`config.mk`:
```
export PLATFORM = sky130hd
export DESIGN_NAME = pnm_header_parser_unit
export DESIGN_NICKNAME = d
export VERILOG_FILES = /design/src/sv/pnmhp_pkg.sv /design/src/sv/pnm_header_parser_unit.sv /design/src/sv/pnmhp_core.sv
export SDC_FILE = /design/constraint.sdc
export NUM_CORES = 1
export LEC_CHECK = 0
export ABC_AREA = 1
export BUFFER_PORTS_ARGS = -buffer_cell sky130_fd_sc_hd__buf_2
export CAP_MARGIN = 20
export CORE_AREA = 2 2 157 274
export DETAILED_ROUTE_END_ITERATION = 8
export DIE_AREA = 0 0 159 276
export GPL_TIMING_DRIVEN = 0
export HOLD_SLACK_MARGIN = 0.1
export PLACE_DENSITY = 0.6
export SYNTH_ARGS = -nofsm -noshare
export SYNTH_HDL_FRONTEND = slang
export SYNTH_SLANG_ARGS = --single-unit
```
`constraint.sdc`:
```
create_clock -name clk_i -period 7.7 [get_ports clk_i]
set_input_delay 1.54 -clock clk_i [delete_from_list [all_inputs] [get_ports clk_i]]
set_output_delay 1.54 -clock clk_i [all_outputs]
set_load 0.05 [all_outputs]
```
`src/sv/pnmhp_pkg.sv`:
```
// Package for the PNM header parser: character codes, status codes and
// the result record passed from the parse core to the top level.
// No dependencies.
package pnmhp_pkg;

  // Character codes
  localparam logic [7:0] CHAR_HASH  = 8'h23;
  localparam logic [7:0] CHAR_P     = 8'h50;
  localparam logic [7:0] CHAR_0     = 8'h30;
  localparam logic [7:0] CHAR_1     = 8'h31;
  localparam logic [7:0] CHAR_6     = 8'h36;
  localparam logic [7:0] CHAR_9     = 8'h39;
  localparam logic [7:0] CHAR_TAB   = 8'h09;
  localparam logic [7:0] CHAR_LF    = 8'h0A;
  localparam logic [7:0] CHAR_CR    = 8'h0D;
  localparam logic [7:0] CHAR_SPACE = 8'h20;

  // Result status codes
  localparam logic [2:0] ST_OK       = 3'd0;
  localparam logic [2:0] ST_MAGIC    = 3'd1;
  localparam logic [2:0] ST_DIGIT    = 3'd2;
  localparam logic [2:0] ST_OVERFLOW = 3'd3;
  localparam logic [2:0] ST_ZERO     = 3'd4;
  localparam logic [2:0] ST_EARLY    = 3'd5;

  // Format digits for bitmap types (maxval not read) and the last plain-text format
  localparam logic [2:0] FMT_PBM_PLAIN = 3'd1;
  localparam logic [2:0] FMT_PBM_RAW   = 3'd4;
  localparam logic [2:0] FMT_LAST_TEXT = 3'd3;

  // Largest maxval
  localparam logic [15:0] MAX_SAMPLE_LIMIT = 16'hFFFF;

  typedef struct packed {
    logic [2:0]  status;
    logic [2:0]  format_number;
    logic        plain_text;
    logic [31:0] image_width;
    logic [31:0] image_height;
    logic [15:0] max_sample;
    logic [1:0]  sample_bytes;
  } result_t;

endpackage

```
`src/sv/pnm_header_parser_unit.sv`:
```
// PNM header parser top level: input register, parse core and result
// register with valid/stall handshake on both channels.
// Depends on pnmhp_pkg and pnmhp_core.
//
// Usage:
//   The input channel carries one file byte per transaction together with
//   first_byte (restart the parse on this byte) and end_of_stream (no byte,
//   the file has ended). The output channel carries one result transaction
//   when a header completes or fails; bytes that cause no result produce no
//   output transaction, and bytes outside a header are ignored.
//   A result passes the input register, which loads on the transaction of
//   the byte that caused it, and then the result register, which loads
//   when the core steps on that byte.
//   Throughput: one byte per cycle while no held result is stalled. The
//   multiply-by-ten accumulate and the phase update form a loop through the
//   parse state registers, so each byte is processed in a single step.
//   When the receiver stalls while a result is held, the core stops and the
//   input register holds its byte; in_stall_o rises until the result is
//   taken.
//   Reset clears the parse phase to idle (waiting for a first byte) and
//   empties the input and result registers.
module pnm_header_parser_unit import pnmhp_pkg::*; (
  input  logic        clk_i,
  input  logic        rst_ni,
  input  logic        in_valid_i,
  output logic        in_stall_o,
  input  logic [7:0]  byte_value_i,
  input  logic        first_byte_i,
  input  logic        end_of_stream_i,
  output logic        out_valid_o,
  input  logic        out_stall_i,
  output logic [2:0]  status_o,
  output logic [2:0]  format_number_o,
  output logic        plain_text_o,
  output logic [31:0] image_width_o,
  output logic [31:0] image_height_o,
  output logic [15:0] max_sample_o,
  output logic [1:0]  sample_bytes_o
);

  logic        in_valid_q, in_valid_d;
  logic [7:0]  byte_q;
  logic        first_q;
  logic        eos_q;
  logic        out_valid_q, out_valid_d;
  result_t     res_q;
  logic        step;
  logic        in_accept;
  logic        res_valid;
  result_t     res;

  // Core steps when the result register can take whatever it produces
  assign step       = in_valid_q && (!out_valid_q || !out_stall_i);
  assign in_stall_o = in_valid_q && !step;
  assign in_accept  = in_valid_i && !in_stall_o;

  assign in_valid_d  = in_accept || (in_valid_q && !step);
  assign out_valid_d = (step && res_valid) || (out_valid_q && out_stall_i);

  pnmhp_core u_core (
    .clk_i          (clk_i),
    .rst_ni         (rst_ni),
    .step_i         (step),
    .byte_value_i   (byte_q),
    .first_byte_i   (first_q),
    .end_of_stream_i(eos_q),
    .res_valid_o    (res_valid),
    .res_o          (res)
  );

  // Handshake control
  always_ff @(posedge clk_i or negedge rst_ni) begin
    if (!rst_ni) begin
      in_valid_q  <= 1'b0;
      out_valid_q <= 1'b0;
    end else begin
      in_valid_q  <= in_valid_d;
      out_valid_q <= out_valid_d;
    end
  end

  // Payload registers
  always_ff @(posedge clk_i) begin
    if (in_accept) begin
      byte_q  <= byte_value_i;
      first_q <= first_byte_i;
      eos_q   <= end_of_stream_i;
    end
    if (step && res_valid) begin
      res_q <= res;
    end
  end

  assign out_valid_o     = out_valid_q;
  assign status_o        = res_q.status;
  assign format_number_o = res_q.format_number;
  assign plain_text_o    = res_q.plain_text;
  assign image_width_o   = res_q.image_width;
  assign image_height_o  = res_q.image_height;
  assign max_sample_o    = res_q.max_sample;
  assign sample_bytes_o  = res_q.sample_bytes;

endmodule

```
`src/sv/pnmhp_core.sv`:
```
// Parse core of the PNM header parser: phase state machine, comment
// tracking and decimal accumulator. Processes one byte per step.
// Depends on pnmhp_pkg.
module pnmhp_core import pnmhp_pkg::*; (
  input  logic        clk_i,
  input  logic        rst_ni,
  input  logic        step_i,
  input  logic [7:0]  byte_value_i,
  input  logic        first_byte_i,
  input  logic        end_of_stream_i,
  output logic        res_valid_o,
  output result_t     res_o
);

  // Phase codes
  localparam logic [3:0] PH_IDLE    = 4'd0;
  localparam logic [3:0] PH_MAGIC_P = 4'd1;
  localparam logic [3:0] PH_MAGIC_D = 4'd2;
  localparam logic [3:0] PH_W_SKIP  = 4'd3;
  localparam logic [3:0] PH_W_NUM   = 4'd4;
  localparam logic [3:0] PH_H_SKIP  = 4'd5;
  localparam logic [3:0] PH_H_NUM   = 4'd6;
  localparam logic [3:0] PH_M_SKIP  = 4'd7;
  localparam logic [3:0] PH_M_NUM   = 4'd8;

  logic [3:0]  phase_q, phase_d;
  logic        comment_q, comment_d;
  logic [31:0] acc_q, acc_d;
  logic [2:0]  fmt_q, fmt_d;
  logic [31:0] width_q, width_d;
  logic [31:0] height_q, height_d;

  logic [3:0]  phase_eff;
  logic        comment_eff;
  logic [2:0]  fmt_eff;
  logic        is_ws, is_digit, is_magic;
  logic [31:0] acc_base;
  logic [3:0]  num_phase;
  logic [35:0] acc_next;
  logic        over_limit;
  logic        num_go;

  // A first byte restarts the parse at the magic
  assign phase_eff   = first_byte_i ? PH_MAGIC_P : phase_q;
  assign comment_eff = first_byte_i ? 1'b0 : comment_q;
  assign fmt_eff     = first_byte_i ? 3'd0 : fmt_q;

  // Byte classes
  assign is_ws    = (byte_value_i == CHAR_SPACE) ||
                    ((byte_value_i >= CHAR_TAB) && (byte_value_i <= CHAR_CR));
  assign is_digit = (byte_value_i >= CHAR_0) && (byte_value_i <= CHAR_9);
  assign is_magic = (byte_value_i >= CHAR_1) && (byte_value_i <= CHAR_6);

  // Number base: a skip phase starts a fresh number
  always_comb begin
    acc_base  = acc_q;
    num_phase = phase_eff;
    if ((phase_eff == PH_W_SKIP) || (phase_eff == PH_H_SKIP) ||
        (phase_eff == PH_M_SKIP)) begin
      acc_base  = '0;
      num_phase = phase_eff + 4'd1;
    end
  end

  // acc * 10 + digit, exact overflow check against the field limit
  assign acc_next = ({4'b0, acc_base} << 3) + ({4'b0, acc_base} << 1) +
                    {32'b0, byte_value_i[3:0] - CHAR_0[3:0]};
  assign over_limit = (num_phase == PH_M_NUM) ? (acc_next[35:16] != '0)
                                              : (acc_next[35:32] != '0);

  // Next state and result
  always_comb begin
    phase_d     = phase_q;
    comment_d   = comment_q;
    acc_d       = acc_q;
    fmt_d       = fmt_q;
    width_d     = width_q;
    height_d    = height_q;
    res_valid_o = 1'b0;
    res_o       = '0;
    num_go      = 1'b0;

    if (step_i) begin
      phase_d   = phase_eff;
      comment_d = comment_eff;
      fmt_d     = fmt_eff;
      if (first_byte_i) begin
        acc_d    = '0;
        width_d  = '0;
        height_d = '0;
      end

      if ((phase_eff == PH_IDLE) || (phase_eff > PH_M_NUM)) begin
        // idle: byte ignored
      end else if (end_of_stream_i) begin
        res_valid_o  = 1'b1;
        res_o.status = ST_EARLY;
        phase_d      = PH_IDLE;
      end else if (byte_value_i == CHAR_HASH) begin
        comment_d = 1'b1;
      end else if (comment_eff) begin
        if ((byte_value_i == CHAR_LF) || (byte_value_i == CHAR_CR)) begin
          comment_d = 1'b0;
        end
      end else begin
        unique case (phase_eff)
          PH_MAGIC_P: begin
            if (byte_value_i != CHAR_P) begin
              res_valid_o  = 1'b1;
              res_o.status = ST_MAGIC;
              phase_d      = PH_IDLE;
            end else begin
              phase_d = PH_MAGIC_D;
            end
          end
          PH_MAGIC_D: begin
            if (!is_magic) begin
              res_valid_o  = 1'b1;
              res_o.status = ST_MAGIC;
              phase_d      = PH_IDLE;
            end else begin
              fmt_d   = byte_value_i[2:0];
              phase_d = PH_W_SKIP;
            end
          end
          PH_W_SKIP, PH_H_SKIP, PH_M_SKIP: begin
            num_go = !is_ws;
          end
          default: begin
            num_go = 1'b1;
          end
        endcase

        if (num_go) begin
          if (is_ws) begin
            if (acc_base == '0) begin
              res_valid_o  = 1'b1;
              res_o.status = ST_ZERO;
              phase_d      = PH_IDLE;
            end else if (num_phase == PH_W_NUM) begin
              width_d = acc_base;
              phase_d = PH_H_SKIP;
            end else if ((num_phase == PH_H_NUM) &&
                         (fmt_eff != FMT_PBM_PLAIN) && (fmt_eff != FMT_PBM_RAW)) begin
              height_d = acc_base;
              phase_d  = PH_M_SKIP;
            end else begin
              // header complete
              res_valid_o         = 1'b1;
              res_o.status        = ST_OK;
              res_o.format_number = fmt_eff;
              res_o.plain_text    = (fmt_eff <= FMT_LAST_TEXT);
              res_o.image_width   = width_q;
              res_o.image_height  = (num_phase == PH_H_NUM) ? acc_base : height_q;
              res_o.max_sample    = (num_phase == PH_H_NUM) ? 16'd1 : acc_base[15:0];
              res_o.sample_bytes  = (res_o.max_sample[15:8] == '0) ? 2'd1 : 2'd2;
              if (num_phase == PH_H_NUM) begin
                height_d = acc_base;
              end
              phase_d = PH_IDLE;
            end
          end else if (!is_digit) begin
            res_valid_o  = 1'b1;
            res_o.status = ST_DIGIT;
            phase_d      = PH_IDLE;
          end else if (over_limit) begin
            res_valid_o  = 1'b1;
            res_o.status = ST_OVERFLOW;
            phase_d      = PH_IDLE;
          end else begin
            acc_d   = acc_next[31:0];
            phase_d = num_phase;
          end
        end
      end
    end
  end

  // State registers
  always_ff @(posedge clk_i or negedge rst_ni) begin
    if (!rst_ni) begin
      phase_q   <= PH_IDLE;
      comment_q <= 1'b0;
      acc_q     <= '0;
      fmt_q     <= '0;
      width_q   <= '0;
      height_q  <= '0;
    end else begin
      phase_q   <= phase_d;
      comment_q <= comment_d;
      acc_q     <= acc_d;
      fmt_q     <= fmt_d;
      width_q   <= width_d;
      height_q  <= height_d;
    end
  end

endmodule

```
* Word-level counts from Yosys, hierarchy flattened *
Cells that the tools add are included.

storage, ports and cells
  output and inout bits = 91
  bits of input ports = 14
  logic and storage cells = 182
  register bits after elaboration = 205

cells by class
  muxes and demuxes = 99
  $lt $le $gt $ge = 8
  eq/ne operators = 15
  add/sub/neg operators = 3
  reductions and logical operators = 34
  bitwise logic cells = 3

operators with widths
  operator            number
  $mux 32             31
  $mux 89             5
  $mux 86             2
  $mux 4              12
  $mux 3              13
  $add 35x33->36      1
  $add 36x4->36       1
  $logic_not 32->1    1
  $mux 1              28
  $reduce_bool 20->1  1
  $eq 4x3->1 const B  4
  $eq 8x4->1 const B  2
  $eq 8x6->1 const B  2
  $ge 8x6->1 const B  2
  $le 8x6->1 const B  2
  $mux 16             1
  $reduce_or 11->1    1
  $logic_and 1x1->1   10
  $reduce_or 10->1    1
  $eq 4x2->1 const B  2
  $ge 8x4->1 const B  1
  $le 8x4->1 const B  1
  $logic_not 8->1     1
  $logic_or 1x1->1    8
  19 further kinds    29

* Longest topological paths before layout *
  depth after elaboration = 20
  gate-level depth with buffers = 38

* By module *
From an unflattened synthesis, not the netlist that was laid out.

second synthesis, totals
  cell total of the unflattened synthesis = 1888
  area, all modules = 13939.6 um^2

modules (own cells, without submodules)
  module                  instances  cells each  area each (um^2)  sequential area each (um^2)
  pnmhp_core              1          1774        10865.4           2602.5
  pnm_header_parser_unit  1          114         3074.2            3022.9

* Least setup slack after synthesis *
OpenSTA, ideal clock, no wires.

  kind = register -> register
  start = register first_q
  end = register res_q (netlist bit format_number_o[0]), enable pin
  arrival = 5.369 ns
  clock period less this slack = 5.812 ns
  buffers on the path = 1
  slack = 1.888 ns
  required time = 7.257 ns
  cell stages (with the launch flop) = 35
  setup time = 0.443 ns
  cell sequence = edfxtp_1 buf_6 nor2_8 nand2_2 inv_2 nand2_2 nand2_4 inv_2 nand2_1 inv_1 ha_1 ha_1 inv_1 fa_1 inv_1 nand2_1 nand2_1 nand3_1 nand2_1 nand2_1 nand2_1 nand2_1 nand3_1 nand2_1 nand3_1 nor2_1 nand2_1 nand2_2 nand3_4 inv_2 o21bai_1 nand2_1 nand2_1 nand2_1 inv_1

between the ends
  cells in the longest elaborated chain, start to end = 19
  elaborated cells between the ends (all ways) = 51

RTL lines
  element                                   RTL line                      source
  from (decl)                               pnm_header_parser_unit.sv:43  logic first_q;
  from (signal assigned)                    pnm_header_parser_unit.sv:86  first_q <= first_byte_i;
  $mux 4 *                                  pnmhp_core.sv:44              assign phase_eff = first_byte_i ? PH_MAGIC_P : phase_q;
  $eq 4x2->1 or $eq 4x3->1 (tied branches)  pnmhp_core.sv:58              if ((phase_eff == PH_W_SKIP) || (phase_eff == PH_H_SKIP) ||
  $logic_or 1x1->1                          pnmhp_core.sv:58
  $logic_or 1x1->1 *                        pnmhp_core.sv:58
  $mux 32 *                                 pnmhp_core.sv:58
  net u_core.acc_base[1]                    pnmhp_core.sv:37              logic [31:0] acc_base;
  $add 35x33->36                            pnmhp_core.sv:66              assign acc_next = ({4'b0, acc_base} << 3) + ({4'b0, acc_base} << 1) +
  $add 36x4->36                             pnmhp_core.sv:66
  [4 not listed]                            n/a
  $mux 1 *                                  pnmhp_core.sv:135             if (is_ws) begin
  $mux 1 *                                  pnmhp_core.sv:134             if (num_go) begin
  $mux 1 *                                  pnmhp_core.sv:101             end else if (comment_eff) begin
  $mux 1 *                                  pnmhp_core.sv:99              end else if (byte_value_i == CHAR_HASH) begin
  $mux 1 *                                  pnmhp_core.sv:95              end else if (end_of_stream_i) begin
  $mux 1 *                                  pnmhp_core.sv:93              if ((phase_eff == PH_IDLE) || (phase_eff > PH_M_NUM)) begin
  $mux 1 *                                  pnmhp_core.sv:83              if (step_i) begin
  $logic_and 1x1->1 *                       pnm_header_parser_unit.sv:89  if (step && res_valid) begin
  to (signal assigned)                      pnm_header_parser_unit.sv:90  res_q <= res;
  to (decl)                                 pnm_header_parser_unit.sv:46  result_t res_q;

Mark *: on every way through the listed nets, which the timed path passes. The rest lies on a longest branch. The select of a mux whose other input is x is not followed.
A chain may end at the register's enable or synchronous reset.

* Worst setup path after layout *
  start = register first_q
  end = register res_q (netlist bit max_sample_o[13]), enable pin

between the ends
  cells in the longest elaborated chain, start to end = 19
  elaborated cells between the ends (all ways) = 51

RTL lines
  element                                             RTL line                             source
  $mux 4                                              pnmhp_core.sv:44
  $eq 4x2->1 or $eq 4x3->1 (tied branches)            pnmhp_core.sv:58, pnmhp_core.sv:106
  $logic_or 1x1->1 (2 in a row)                       pnmhp_core.sv:58
  $mux 32 or $mux 4 (tied branches)                   pnmhp_core.sv:58
  $add 35x33->36 or $eq 4x3->1 (tied branches)        pnmhp_core.sv:66, pnmhp_core.sv:143
  $add 36x4->36 or $logic_and 1x1->1 (tied branches)  pnmhp_core.sv:66, pnmhp_core.sv:143
  $reduce_bool 20->1, or another cell as far along    pnmhp_core.sv:68                     assign over_limit = (num_phase == PH_M_NUM) ? (acc_next[35:16] != '0)
  $mux 1, on equally long branches                    pnmhp_core.sv:68, pnmhp_core.sv:143
  [2 not listed]                                      n/a
  $mux 1                                              pnmhp_core.sv:135
  $mux 1                                              pnmhp_core.sv:134
  $mux 1                                              pnmhp_core.sv:101
  $mux 1                                              pnmhp_core.sv:99
  $mux 1                                              pnmhp_core.sv:95
  $mux 1 *                                            pnmhp_core.sv:93
  $mux 1 *                                            pnmhp_core.sv:83
  $logic_and 1x1->1 *                                 pnm_header_parser_unit.sv:89

Mark *: on every way between the ends. The rest lies on a longest branch, timed or not. The select of a mux whose other input is x is not followed.

==> results.md <==
- Startpoint types: flip-flop
- Post-DP HPWL: 44900 um
- Die W: 159 um
- Syn avg cell area: 7.14 um^2
- Reg clk slew, reported paths: 70 ps
- Hold_buf cts: 0
- Area growth, synth to finish: 13.9%
- Seq/Total Area, Yosys: 39.0%
- Max-Cap Viols: 0
- Post-Syn Nets: 2099
- GPL Wtd Cong: 0.973
- CTS Sinks: 205
- Synth warn: 0
- Post-route DRC violation count: 0
- CTS resizes: 0
- Hold Crit Start: u_core.acc_q[5]
- Minimum clock period: 6330 ps
- FMAX: 158 MHz
- Reg2reg setup slack: 1370 ps
- Crit path capture type: flip-flop
- Dpl cell area: 15700 um^2
- # rows: 99
- Worst-Skew Late Latency: 530 ps
- First-pass GRT wire length: 84200 um
- RSZ-0062 raised after global routing: false
- DRT iter0 DRCs: 1000
- Cell variety after synth: 57
- Post-synth EDFFs: 99
- Prevailing post-synth register cell: dfrtp_1
- Final number of hold-violating endpoints: 0
- Kind of critical path: reg2reg
- Slew HR: 35.4%
- Fraction of registers with async set or reset after synthesis: 51.7%
- Post-Syn Area: 14400 um^2
- Sum Neg Setup Slack: 0 ps
- Worst Clk Skew: 27.0 ps
- Antenna Violating Nets Remaining: 0
- Initial core utilization: 34.7%
- Leak pwr: 7.90 nW
- Worst slew pin tran: 969 ps
- Most frequent cells in the layout: nand2_1, nor2_1, inv_1, a21oi_1, buf_2
- Total number of vias: 14100
- CTS root buf: clkbuf_16
- H-tree Lvls: 1
- Status: finished clean
- Final Cell Area: 16400 um^2
- Core ar.: 41600 um^2
- Vias per cell: 5.17
- #FFs+latches synth: 205
- Total CTS buffers: 20
- Slew Viols, Final: 0
- Maximum buffer depth of the clock tree: 3
- Endpoints failing setup: 0
- Die area: 43900 um^2
- Total I/O pin count: 105
- Vias in the first global route: 14100
- Critical Path Source: first_q
- Mapped Cells: 2020
- Critical Path RT: 7870 ps
- GR Util All Layers: 25.2%
- Crit-path max FO: 73
- Antenna violations before repair: 0
- CTS tree: built
- CP max stage cell: fa_1
- Max incr delay on CP: 460 ps
- Worst R2R Start: first_q
- DR WL/cell: 20.6 um
- Final #Nets: 2227
- Hold/Removal Path Class: reg2reg
- Gr ovfl total: 0
- Largest net degree at the start of global routing: 74
- Pwr Density: 398 nW/um^2
- Worst endpoint data arrival time: 6510 ps
- Commonest non-fill, non-tap cell in the layout: nand2_1
- Setup Fix Bufs, Post-CTS: 0
- Worst path top cell family by delay: simple AND/OR/NAND/NOR gates
- Antenna cells: 0
- Layout cells sized above 1: 11.1%
- Total Routed Length: 56000 um
- Port Buffer Count: 104
- Buf/Inv on CP: 10
- Fin crit share: 82.3%
- Die height: 276 um
- VDD IR max: 0.237 mV
- DR pass1 iterations: 5
- Most used cell, CP: nand2_1
-- power breakdown --
part / switching [mW] / internal (mW) / total [mW]
Combinational: 2.75 / 0.976 / 3.72
Clock: 0.473 / 0.626 / 1.10
Sequential: 0.186 / 1.53 / 1.72
Total: 3.41 / 3.14 / 6.54
-- logic make-up (layout without fill, tap and decap cells) --
kind of cell,Yosys count,after routing,share of synthesized area [%]
flip-flops,205,205,39.0
adder cells (fa/ha/maj),65,65,5.69
AO/OA/AOI/OAI,356,356,14.6
AND/OR/NAND/NOR,986,986,28.8
buffers and inverters,394,536,10.9
XOR/XNOR,14,14,0.980
-- flip-flops by register name (all words and copies together) (netlist names), 2 cells and up --
register / count
format_number_o: 3
image_width_o: 32
image_height_o: 32
sample_bytes_o: 2
status_o: 3
u_core.fmt_q: 3
u_core.width_q: 32
byte_q: 8
u_core.acc_q: 32
u_core.phase_q: 4
max_sample_o: 16
u_core.height_q: 32
-- cells in the mapped netlist, drive strengths merged, types with 2 or more instances --
| cell | instances | area [um^2] |
|---|---|---|
| a21oi | 147 | 758 |
| a22oi | 22 | 165 |
| a31oi | 16 | 100 |
| buf | 27 | 191 |
| clkbuf | 51 | 191 |
| clkinv | 3 | 11.3 |
| dfrtp | 106 | 2650 |
| edfxtp | 99 | 2970 |
| ha | 64 | 801 |
| inv | 313 | 1180 |
| nand2 | 524 | 2030 |
| nand3 | 85 | 450 |
| nand3b | 5 | 37.5 |
| nand4 | 18 | 113 |
| nor2 | 322 | 1320 |
| nor3 | 21 | 115 |
| nor4 | 6 | 58.8 |
| o211ai | 30 | 225 |
| o21a | 5 | 37.5 |
| o21ai | 105 | 529 |
| o21bai | 3 | 22.5 |
| o22ai | 23 | 231 |
| or2 | 3 | 18.8 |
| xnor2 | 2 | 17.5 |
| xor2 | 12 | 124 |
-- worst min-delay path, cell delays in order (launching register included) --
cell and delay [ps]:
dfrtp_1 350, nand2_1 50, nand2_1 60
-- final timing paths --
kind                            depth (start not counted)                  end
worst max-delay path                                   36     max_sample_o[13]
worst min-delay path                                    2      u_core.acc_q[5]
worst max register to register                         36     max_sample_o[13]
worst min register to register                          2      u_core.acc_q[5]
max in group asynchronous                               2  u_core.height_q[13]
min in group asynchronous                               1          out_valid_o
-- cell type report --
cell class | count | area (um^2)
Buffer | 78 | 383
Clock buffer | 26 | 597
Clock inverter | 10 | 121
Fill cell | 4376 | 25200
Inverter | 316 | 1190
Multi-Input combinational cell | 1421 | 7240
Sequential cell | 205 | 5630
Tap cell | 555 | 694
Timing Repair Buffer | 106 | 582
-- metrics by stage --
stage	setup slack (ps)	utilization [%]	hold WS (ps)	power, mW	std cells
floorplan	1890	-	449	4.30	2020
global placement	-292	37.6	464	5.37	2679
detailed placement	1430	37.8	465	5.43	2681
CTS	1410	39.5	483	6.53	2717
global route	951	39.5	502	6.96	2717
finish	1370	39.5	487	6.54	2717
-- layer usage --
| metal | vias up | track usage (%) | wire length (um) |
|---|---|---|---|
| met5 | - | 0 | 0 |
| met4 | 0 | 20.1 | 5110 |
| met3 | 194 | 2.54 | 2560 |
| met2 | 500 | 46.7 | 28900 |
| met1 | 6576 | 25.3 | 19400 |
| li1 | 6780 | - | - |
Power figures use the tool's default switching activity.
